`src/rtl/sorted_list_merger_macros.svh`:
```
`ifndef SORTED_LIST_MERGER_MACROS_SVH
`define SORTED_LIST_MERGER_MACROS_SVH

// Same-cycle implication, checked on clk with the reset held off.
`define SLM_ASSERT_NOW(label, ante, cons, msg) \
	label: assert property (@(posedge clk) disable iff (!arst_n) (ante) |-> (cons)) \
		else $error(msg);

// Next-cycle implication, checked on clk with the reset held off.
`define SLM_ASSERT_NEXT(label, ante, cons, msg) \
	label: assert property (@(posedge clk) disable iff (!arst_n) (ante) |=> (cons)) \
		else $error(msg);

`endif

```
`src/rtl/slm_pkg.sv`:
```
package slm_pkg;

	localparam int FIFO_DEPTH = 32;
	localparam int PTR_W = (FIFO_DEPTH > 1) ? $clog2(FIFO_DEPTH) : 1;
	localparam int CNT_W = $clog2(FIFO_DEPTH + 1);

	localparam int CFG_IDX_W = 2;
	localparam logic [CFG_IDX_W-1:0] CFG_KEY_SELECT = 2'd0;
	localparam logic [CFG_IDX_W-1:0] CFG_DESCENDING = 2'd1;

	typedef struct packed {
		logic        from_second;
		logic [31:0] doc_id;
		logic [31:0] score;
		logic        last_of_list;
	} item_t;

	typedef struct packed {
		logic key_select;
		logic descending;
	} cfg_t;

	typedef struct packed {
		logic [31:0] doc_id;
		logic [31:0] score;
		logic        came_from_second;
		logic        run_last;
		logic        overflow;
	} result_t;

endpackage

```
`src/rtl/slm_front.sv`:
```
module slm_front (
	input  logic          clk,
	input  logic          arst_n,
	input  logic          in_valid,
	output logic          in_stall,
	input  slm_pkg::item_t in_item,
	output logic          q_valid,
	output slm_pkg::item_t q_item,
	input  logic          q_take
);
	import slm_pkg::*;

	item_t      entries_q [2];
	logic       wr_q;
	logic       rd_q;
	logic [1:0] cnt_q;
	logic       push;
	logic       pop;

	assign in_stall = (cnt_q == 2'd2);
	assign push     = in_valid && !in_stall;
	assign q_valid  = (cnt_q != 2'd0);
	assign pop      = q_take && q_valid;
	assign q_item   = entries_q[rd_q];

	always_ff @(posedge clk or negedge arst_n) begin
		if (!arst_n) begin
			wr_q  <= 1'b0;
			rd_q  <= 1'b0;
			cnt_q <= 2'd0;
		end else begin
			if (push) begin
				wr_q <= ~wr_q;
			end
			if (pop) begin
				rd_q <= ~rd_q;
			end
			unique case ({push, pop})
				2'b10:   cnt_q <= cnt_q + 2'd1;
				2'b01:   cnt_q <= cnt_q - 2'd1;
				default: cnt_q <= cnt_q;
			endcase
		end
	end

	always_ff @(posedge clk) begin
		if (push) begin
			entries_q[wr_q] <= in_item;
		end
	end

endmodule

```
`src/rtl/slm_back.sv`:
```
`include "sorted_list_merger_macros.svh"

module slm_back (
	input  logic             clk,
	input  logic             arst_n,
	input  slm_pkg::cfg_t    cfg,
	input  logic             q_valid,
	input  slm_pkg::item_t   q_item,
	output logic             q_take,
	output logic             res_valid,
	input  logic             res_stall,
	output slm_pkg::result_t res
);
	import slm_pkg::*;

	typedef enum logic [2:0] {
		ST_TAKE = 3'b001,
		ST_READ = 3'b010,
		ST_PICK = 3'b100
	} state_t;

	state_t           state_q;
	logic [PTR_W-1:0] head_q [2];
	logic [PTR_W-1:0] tail_q [2];
	logic [CNT_W-1:0] count_q [2];
	logic             ended_q [2];
	logic [63:0]      mem0 [FIFO_DEPTH];
	logic [63:0]      mem1 [FIFO_DEPTH];
	logic [63:0]      rdata_q [2];
	logic             res_valid_q;
	result_t          res_q;

	logic        out_free;
	logic        sel;
	logic        is_full;
	logic        take_push;
	logic        take_ovf;
	logic        has0;
	logic        has1;
	logic        can_pick;
	logic        pick_fire;
	logic        src;
	logic        second_wins;
	logic [31:0] key0;
	logic [31:0] key1;
	logic [63:0] head_data;
	logic        run_done;

	assign out_free  = !res_valid_q || !res_stall;
	assign sel       = q_item.from_second;
	assign is_full   = (count_q[sel] == CNT_W'(FIFO_DEPTH));
	assign take_ovf  = (state_q == ST_TAKE) && q_valid && is_full && out_free;
	assign take_push = (state_q == ST_TAKE) && q_valid && !is_full && !ended_q[sel];
	assign q_take    = (state_q == ST_TAKE) && q_valid && (!is_full || out_free);

	assign key0        = cfg.key_select ? rdata_q[0][31:0] : rdata_q[0][63:32];
	assign key1        = cfg.key_select ? rdata_q[1][31:0] : rdata_q[1][63:32];
	assign second_wins = cfg.descending ? (key1 > key0) : (key1 < key0);
	assign has0        = (count_q[0] != '0);
	assign has1        = (count_q[1] != '0);

	always_comb begin
		can_pick = 1'b0;
		src      = 1'b0;
		priority if (has0 && has1) begin
			can_pick = 1'b1;
			src      = second_wins;
		end else if (has0 && ended_q[1]) begin
			can_pick = 1'b1;
			src      = 1'b0;
		end else if (has1 && ended_q[0]) begin
			can_pick = 1'b1;
			src      = 1'b1;
		end else begin
			can_pick = 1'b0;
			src      = 1'b0;
		end
	end

	assign pick_fire = (state_q == ST_PICK) && can_pick && out_free;
	assign head_data = src ? rdata_q[1] : rdata_q[0];
	assign run_done  = ended_q[0] && ended_q[1] && (count_q[src] == CNT_W'(1))
		&& (count_q[~src] == '0);

	function automatic logic [PTR_W-1:0] ptr_inc(input logic [PTR_W-1:0] p);
		ptr_inc = (p == PTR_W'(FIFO_DEPTH - 1)) ? '0 : p + PTR_W'(1);
	endfunction

	always_ff @(posedge clk or negedge arst_n) begin
		if (!arst_n) begin
			state_q     <= ST_TAKE;
			res_valid_q <= 1'b0;
			for (int i = 0; i < 2; i++) begin
				head_q[i]  <= '0;
				tail_q[i]  <= '0;
				count_q[i] <= '0;
				ended_q[i] <= 1'b0;
			end
		end else begin
			if (take_ovf || pick_fire) begin
				res_valid_q <= 1'b1;
			end else if (!res_stall) begin
				res_valid_q <= 1'b0;
			end
			unique case (state_q)
				ST_TAKE: begin
					if (take_push) begin
						tail_q[sel]  <= ptr_inc(tail_q[sel]);
						count_q[sel] <= count_q[sel] + CNT_W'(1);
						if (q_item.last_of_list) begin
							ended_q[sel] <= 1'b1;
						end
						state_q <= ST_READ;
					end
				end
				ST_READ: begin
					state_q <= ST_PICK;
				end
				ST_PICK: begin
					if (!can_pick) begin
						state_q <= ST_TAKE;
					end else if (pick_fire) begin
						head_q[src]  <= ptr_inc(head_q[src]);
						count_q[src] <= count_q[src] - CNT_W'(1);
						if (run_done) begin
							ended_q[0] <= 1'b0;
							ended_q[1] <= 1'b0;
						end
						state_q <= ST_READ;
					end
				end
				default: state_q <= ST_TAKE;
			endcase
		end
	end

	always_ff @(posedge clk) begin
		if (take_push && !sel) begin
			mem0[tail_q[0]] <= {q_item.doc_id, q_item.score};
		end
		if (take_push && sel) begin
			mem1[tail_q[1]] <= {q_item.doc_id, q_item.score};
		end
		rdata_q[0] <= mem0[head_q[0]];
		rdata_q[1] <= mem1[head_q[1]];
	end

	always_ff @(posedge clk) begin
		if (take_ovf) begin
			res_q <= '{doc_id: '0, score: '0, came_from_second: 1'b0,
				run_last: 1'b0, overflow: 1'b1};
		end else if (pick_fire) begin
			res_q <= '{doc_id: head_data[63:32], score: head_data[31:0],
				came_from_second: src, run_last: run_done, overflow: 1'b0};
		end
	end

	assign res_valid = res_valid_q;
	assign res       = res_q;

	`SLM_ASSERT_NOW(a_count_bound, 1'b1,
		(count_q[0] <= CNT_W'(FIFO_DEPTH)) && (count_q[1] <= CNT_W'(FIFO_DEPTH)),
		"list FIFO count beyond depth")
	`SLM_ASSERT_NOW(a_pop_nonempty, pick_fire, count_q[src] != '0,
		"pop from an empty list FIFO")
	`SLM_ASSERT_NEXT(a_run_clears, pick_fire && run_done, !ended_q[0] && !ended_q[1],
		"end marks not cleared after run completion")

endmodule

```
`src/rtl/sorted_list_merger.sv`:
```
// Two-way merge of sorted (document id, score) lists. Entries of both lists
// enter through a two-item input queue and are merged by a back end that keeps
// one memory-based FIFO per list. A stored entry goes through the back-end
// states in order: ST_TAKE stores it, ST_READ does the registered read of the
// list memory heads and ST_PICK compares them. Each merged entry it releases
// adds a fresh head read and a compare, while the output is not stalled. A
// refused entry (full FIFO) yields an overflow result, and one that arrives
// after its list has ended is dropped; neither leaves ST_TAKE.
module sorted_list_merger (
	input  logic                           clk,
	input  logic                           arst_n,
	input  logic                           in_valid,
	output logic                           in_stall,
	input  logic                           from_second,
	input  logic [31:0]                    doc_id,
	input  logic [31:0]                    score,
	input  logic                           last_of_list,
	output logic                           out_valid,
	input  logic                           out_stall,
	output logic [31:0]                    out_doc_id,
	output logic [31:0]                    out_score,
	output logic                           came_from_second,
	output logic                           run_last,
	output logic                           overflow,
	input  logic                           cfg_valid,
	output logic                           cfg_ready,
	input  logic [slm_pkg::CFG_IDX_W-1:0]  cfg_index,
	input  logic                           cfg_data
);
	import slm_pkg::*;

	cfg_t    cfg_q;
	item_t   in_item;
	item_t   q_item;
	logic    q_valid;
	logic    q_take;
	result_t res;

	assign cfg_ready = 1'b1;

	always_ff @(posedge clk or negedge arst_n) begin
		if (!arst_n) begin
			cfg_q <= '0;
		end else if (cfg_valid && cfg_ready) begin
			unique case (cfg_index)
				CFG_KEY_SELECT: cfg_q.key_select <= cfg_data;
				CFG_DESCENDING: cfg_q.descending <= cfg_data;
				default:        cfg_q <= cfg_q;
			endcase
		end
	end

	assign in_item = '{from_second: from_second, doc_id: doc_id, score: score,
		last_of_list: last_of_list};

	slm_front u_front (
		.clk      (clk),
		.arst_n   (arst_n),
		.in_valid (in_valid),
		.in_stall (in_stall),
		.in_item  (in_item),
		.q_valid  (q_valid),
		.q_item   (q_item),
		.q_take   (q_take)
	);

	slm_back u_back (
		.clk       (clk),
		.arst_n    (arst_n),
		.cfg       (cfg_q),
		.q_valid   (q_valid),
		.q_item    (q_item),
		.q_take    (q_take),
		.res_valid (out_valid),
		.res_stall (out_stall),
		.res       (res)
	);

	assign out_doc_id       = res.doc_id;
	assign out_score        = res.score;
	assign came_from_second = res.came_from_second;
	assign run_last         = res.run_last;
	assign overflow         = res.overflow;

endmodule
```
`config.mk`:
```
export PLATFORM = sky130hd
export DESIGN_NAME = sorted_list_merger
export DESIGN_NICKNAME = d
export VERILOG_FILES = /design/src/rtl/slm_pkg.sv /design/src/rtl/slm_front.sv /design/src/rtl/slm_back.sv /design/src/rtl/sorted_list_merger.sv
export VERILOG_INCLUDE_DIRS = /design/src /design/src/rtl
export SDC_FILE = /design/constraint.sdc
export NUM_CORES = 2
export LEC_CHECK = 0
export ABC_AREA = 0
export BUFFER_PORTS_ARGS = -buffer_cell sky130_fd_sc_hd__buf_2
export CORE_MARGIN = 1
export CORE_UTILIZATION = 54
export CTS_BUF_LIST = sky130_fd_sc_hd__clkbuf_4 sky130_fd_sc_hd__clkbuf_8 sky130_fd_sc_hd__clkbuf_16
export CTS_CLUSTER_DIAMETER = 80
export DETAILED_ROUTE_END_ITERATION = 6
export GPL_TIMING_DRIVEN = 1
export MAX_ROUTING_LAYER = met4
export PLACE_DENSITY = 0.75
export SETUP_SLACK_MARGIN = 0.02
export SYNTH_ARGS = -nofsm -noshare
export SYNTH_HDL_FRONTEND = slang
export SYNTH_HIERARCHICAL = 1
export SYNTH_MEMORY_MAX_BITS = 65536
export SYNTH_SLANG_ARGS = --single-unit
```
`constraint.sdc`:
```
create_clock -name clk -period 9.2 [get_ports clk]
set_input_delay 0.46 -clock clk [delete_from_list [all_inputs] [get_ports clk]]
set_output_delay 0.46 -clock clk [all_outputs]
set_load 0.05 [all_outputs]
```
### After elaboration in Yosys (flattened, before gate mapping)

Memory sizes are Yosys's and may differ from the RTL's.
Cells that the tools add are included.
Widths: inputs -> output; s select.

* add/sub/neg operators: 6
* multiply operators: 0
* divide/modulo/power cells: 0
* order comparisons: 7
* equal/unequal tests: 18
* shifts and indexed selects: 0
* mux-type cells: 66
* bitwise operators: 7
* reduce and logical (&&, ||, !) cells: 43

Operators with widths (count)
* $mux 6: 11
* $mux 32: 2
* $mux 64: 1
* $mux 5: 10
* $mux 12: 3
* $gt 32x32->1: 1
* $lt 32x32->1: 1
* $bwmux 12: 2
* $pmux 12 s2: 1
* $bwmux 10: 2
* $logic_and 1x1->1: 20
* $mux 1: 18
* $demux 6 s1: 2
* $reduce_bool 6->1: 2
* $add 5x1->5 const B: 2
* $demux 5 s1: 2
* $eq 5x5->1 const B: 2
* $mux 2: 5
* $ne 2x1->1 const B: 5
* $mux 3: 3
* $pmux 3 s3: 1
* $pmux 2 s2: 2
* $reduce_and 2->1: 4
* $add 6x1->6 const B: 1
* 26 further kinds: 44

* bits in registers: 111
* latch bits: 0
* RAM bits: 4356
* memory bits (read-only): 0
* output and inout bits: 70
* word-level logic and storage cells: 171
* memories: 4

Memories
* u_back.mem0: words 32, bits a word 64, read ports 1, clocked after Yosys merged registers in 0, write ports 1, RTL line slm_back.sv:27 `logic [63:0] mem0 [FIFO_DEPTH];`
* u_back.mem1: words 32, bits a word 64, read ports 1, clocked after Yosys merged registers in 0, write ports 1, RTL line slm_back.sv:28 `logic [63:0] mem1 [FIFO_DEPTH];`
* u_front.entries_q: words 2, bits a word 66, read ports 1, clocked after Yosys merged registers in 0, write ports 1, RTL line slm_front.sv:13 `item_t entries_q [2];`
* u_back.rdata_q: words 2, bits a word 64, read ports 2, clocked after Yosys merged registers in 0, write ports 2, RTL line slm_back.sv:29 `logic [63:0] rdata_q [2];`

### Longest topological paths before layout

* depth in word-level cells: 16
* gate-level depth with buffers: 21
* gate-level depth less buffers: 17

### By module

Netlist, hierarchy kept.

Modules (own cells, without submodules)
* slm_back: instances 1, cells each 6749, area each 164124.9 um^2
* slm_front: instances 1, cells each 223, area each 5074.9 um^2
* sorted_list_merger: instances 1, cells each 8, area each 98.8 um^2

### Worst setup path before layout

No wires, ideal clock.

* path kind: flip-flop to flip-flop
* from: register u_front.rd_q
* to: memory u_back.mem1[28][0], enable pin
* library setup time: 0.487 ns
* arrival: 5.363 ns
* required time: 8.713 ns
* slack: 3.350 ns
* stages on the path, launching flop included: 14
* path buffers: 5
* clock period less this slack: 5.850 ns
* cell sequence: dfrtp_1 buf_4 mux2_2 buf_2 buf_1 mux2i_1 ha_1 nand4b_1 and3_1 clkbuf_1 nand2_1 or3_1 clkbuf_1 nor2_1

RTL lines
* start, declared: RTL line slm_front.sv:15 `logic rd_q;`
* start signal, assigned: RTL line slm_front.sv:36 `rd_q <= ~rd_q;`
* end, declared: RTL line slm_back.sv:28

==> summary.md <==
| Metric | Value |
|---|---|
| Fin crit period | 6.169 ns |
| Comb power frac | 26.4% |
| Largest area contributor in the netlist | edfxtp_1 |
| DR vias/cell | 6.775 |
| NetSw | 0.01830 W |
| DRC | 0 |
| Reg clk slew, reported paths | 0.06 ns |
| Post-CTS setup buffer count | 0 |
| Slowest-stage cell, CP | nor2_4 |
| Crit Path Max Fanout | 34 |
| Cell variety after synth | 73 |
| Post-synthesis register bit count | 4467 |
| Setup TNS | 0 ns |
| CTS H-Tree Depth | 5 |
| Worst setup margin | 3.031 ns |
| Pwr Density | 315.2 nW/um2 |
| Worst-path cell chain | mux2_2 > mux2i_1 > ha_1 > nand4b_1 > and3_1 > nor2b_1 > nand3b_1 > nor2_4 > buf_4 |
| Sw Ratio | 30.39% |
| DR vias | 81140 |
| Final nets | 7558 |
| Post-synthesis sequential area ratio | 77.95% |
| Kind of critical path | flop to flop |
| Initial drt markers | 12570 |
| Main synth FF type | edfxtp_1 |
| Most frequent cell after synthesis | edfxtp_1 |
| CP arrival | 6.75 ns |
| Post-synth EDFFs | 4228 |
| Dpl hpwl | 240200 um |
| Mux share of post-synthesis cell area | 19.31% |
| Buf/Inv on CP | 1 |
| CTS tree | built |
| Final Setup Violations | 0 |
| Synth-to-Final Area Change | 12.86% |
| Remaining antenna violation count | 0 |
| Slew Viols, Final | 0 |
| Clk Latency, worst-skew pair | 0.99 ns |
| Port Buffers | 142 |
| CTS buffer count | 431 |
| Hold Violations, Final | 0 |
| Layout cell share with drive strength beyond 1 | 33.88% |
| Crit path max-delay family | simple AND/OR/NAND/NOR gates |
| Final worst-path cycle share | 67.06% |
| Main combinational cell family by area after synthesis | multiplexers |
| Die width | 561.9 um |
| FF-to-FF setup slack | 3.03 ns |
| Rows | 205 |
| Global-route wire length before repair | 627400 um |
| GRT Overall Usage | 29.39% |
| Number of global-route vias before repair | 81630 |
| Final GP Congestion | 0.8935 |
| Syn_area_per_cell | 24.25 um2 |
| Post-Synth Simple-Gate Area | 0.8137% |
| Slew headroom | 6.735% |
| Die area | 315800 um2 |
| Hold WS | 0.1848 ns |
| Top cell type's share of synthesized area | 74.99% |
| Ports | 144 |
| Max-Cap Viols | 0 |
| Max Fclk | 0.1621 GHz |
| Synth Area in Compound Gates | 0.6326% |
| FFs w/ async S/R, synth | 0.9850% |
| Root Driver | clkbuf_16 |
| Die Ht | 561.9 um |
| Post-synthesis adder-cell area fraction | 0.3030% |
| Synth Cell Area | 169300 um2 |
| Synthesized instance count | 6980 |
| Max Root-Sink Buffers | 4 |
| DR WL/cell | 37.44 um |
| Total Wirelength | 448400 um |
| Pre-Repair DR Iteration Count | 6 |
| Stages on worst setup path | 9 |
| Placement Setup Slack | 3.201 ns |
| GRT Residual Overflow | 0 |
| Leak pwr | 59.49 nW |
| Startpoint Class | flop |
| R2R depth | 9 |
| Core area | 311900 um2 |
| Worst IR Drop VDD | 0.3709 mV |
| Layout Skew | 0.06195 ns |
| Commonest cells in the netlist | edfxtp_1 (4228), mux4_2 (1280), clkbuf_1 (257), mux2_2 (210), dfxtp_1 (195) |
| Critical Path Sink Type | flop |
| Ranking of synthesized cells by area | edfxtp_1 (75%), mux4_2 (17%), dfxtp_1 (2.3%), mux2_2 (1.4%), dfrtp_1 (0.64%) |
| Classification of the worst-slack hold path | input pin to asynchronous set/reset pin |
| Fillers | 20180 |
| Power share of the clock group | 29.7% |
| Int Pwr | 0.04192 W |
| CTS sink count | 4467 |
| CP required | 9.78 ns |
| Syn Nets | 7095 |
| Slew at the pin closest to its max-slew limit | 1.399 ns |
| Initial antenna violation count | 33 |
| Unrepaired setup endpoints after global routing | no |
| Slowest stage delay, CP | 1.20 ns |
| Starting density of the core | 54.28% |
| Status | finished clean |
| Xor/xnor cell area share of the yosys netlist | 0.06208% |
| Pin count of the biggest net entering global routing | 164 |
| Seq pwr share | 44.0% |
| YS warnings | 6 |
[cell usage in the layout, fill, tap and decap left out, drive strengths merged, types with 7 or more instances in the layout]
cell type,instances
edfxtp,4228
mux4,1280
clkbuf,547
buf,326
mux2,241
dfxtp,195
clkinv,188
nor2,149
mux2i,103
dlygate4sd3,73
nand2,69
a211oi,64
dfrtp,43
ha,41
bufinv,39
a21oi,29
diode,27
inv,24
o21ai,21
nand3,19
clkinvlp,13
nand2b,10
nand4,9
nand3b,8
and2,7
[area by class of cell]
class | count | area, um2 | share of cell area, %
inverter | 12 | 45.04 | 0.02357
multi-input combinational | 2132 | 36280 | 18.99
clock buffer | 547 | 11860 | 6.208
timing repair buffer | 399 | 3098 | 1.621
antenna | 27 | 67.56 | 0.03536
tap | 4140 | 5180 | 2.711
clock inverter | 252 | 2530 | 1.324
sequential | 4467 | 132000 | 69.09
[worst paths after layout]
| path | startpoint | endpoint |
|---|---|---|
| max | u_front/rd_q | u_back/mem0[26][7] |
| min | arst_n | u_back/res_valid |
| max reg2reg | u_front/rd_q | u_back/mem0[26][7] |
| min reg2reg | u_back/res[0] | u_back/res[0] |
| max in group asynchronous | arst_n | u_back/head_q[8] |
| min in group clk | score[11] | u_front/entries_q[1][12] |
[tightest hold or removal path, stage by stage]
cell and delay, ns:
dlygate4sd3_1 0.55, buf_2 0.11, buf_4 0.55
[flip-flops by register name, summed over array words and instances (netlist names)]
name,cells
u_back/state_q,3
u_back/mem1,2048
u_front/rd_q,1
u_front/wr_q,1
u_back/ended_q,2
u_back/res_valid,1
cfg_q,2
u_front/cnt_q,2
u_back/head_q,10
u_back/mem0,2048
u_back/count_q,12
u_back/rdata_q,128
u_back/tail_q,10
u_front/entries_q,132
u_back/res,67
[kinds of logic after synthesis]
| family | count (synthesis) |
|---|---|
| DFF | 4467 |
| muxes | 1624 |
| buffers and inverters | 381 |
| and+or+nand+nor | 301 |
| AOI/OAI and AO/OA | 153 |
| adders and majority gates | 41 |
| xor gates and xnor gates | 12 |
| other | 1 |
[power by group through the flow]
stage	Clock (W)	Sequential (W)	Combinational [W]
5_1_grt	0.0187	0.0265	0.0165
4_1_cts	0.0180	0.0264	0.0159
2_1_floorplan	0	0.0266	0.0101
3_3_place_gp	0	0.0268	0.0154
6_report	0.0179	0.0265	0.0159
3_5_place_dp	0	0.0268	0.0157
[per-stage QoR]
stage               total power, W  cell area, um2  instances  util (%)
floorplan                  0.03677          169300       6980         -
global placement           0.04219          175900      11080     56.39
detailed placement         0.04253          175900      11080     56.39
CTS                        0.06034          191000      11950     61.24
global route               0.06172          191000      11960     61.25
finish                     0.06022          191100      11980     61.26
[routing by layer]
| layer | GRT usage (%) | vias to the layer above | routed length, um |
|---|---|---|---|
| met4 | 12.73 | 0 | 22560 |
| met3 | 5.476 | 1002 | 51390 |
| met1 | 38.27 | 43090 | 155300 |
| li1 | - | 30900 | - |
| met5 | - | - | 0 |
| met2 | 45.92 | 6144 | 219200 |
[timing repair]
action,CTS,global route
hold endpoints to repair,183,0
gates resized for setup,0,0
hold buffers,73,0
No activity file was read; power rests on OpenSTA's default activity.
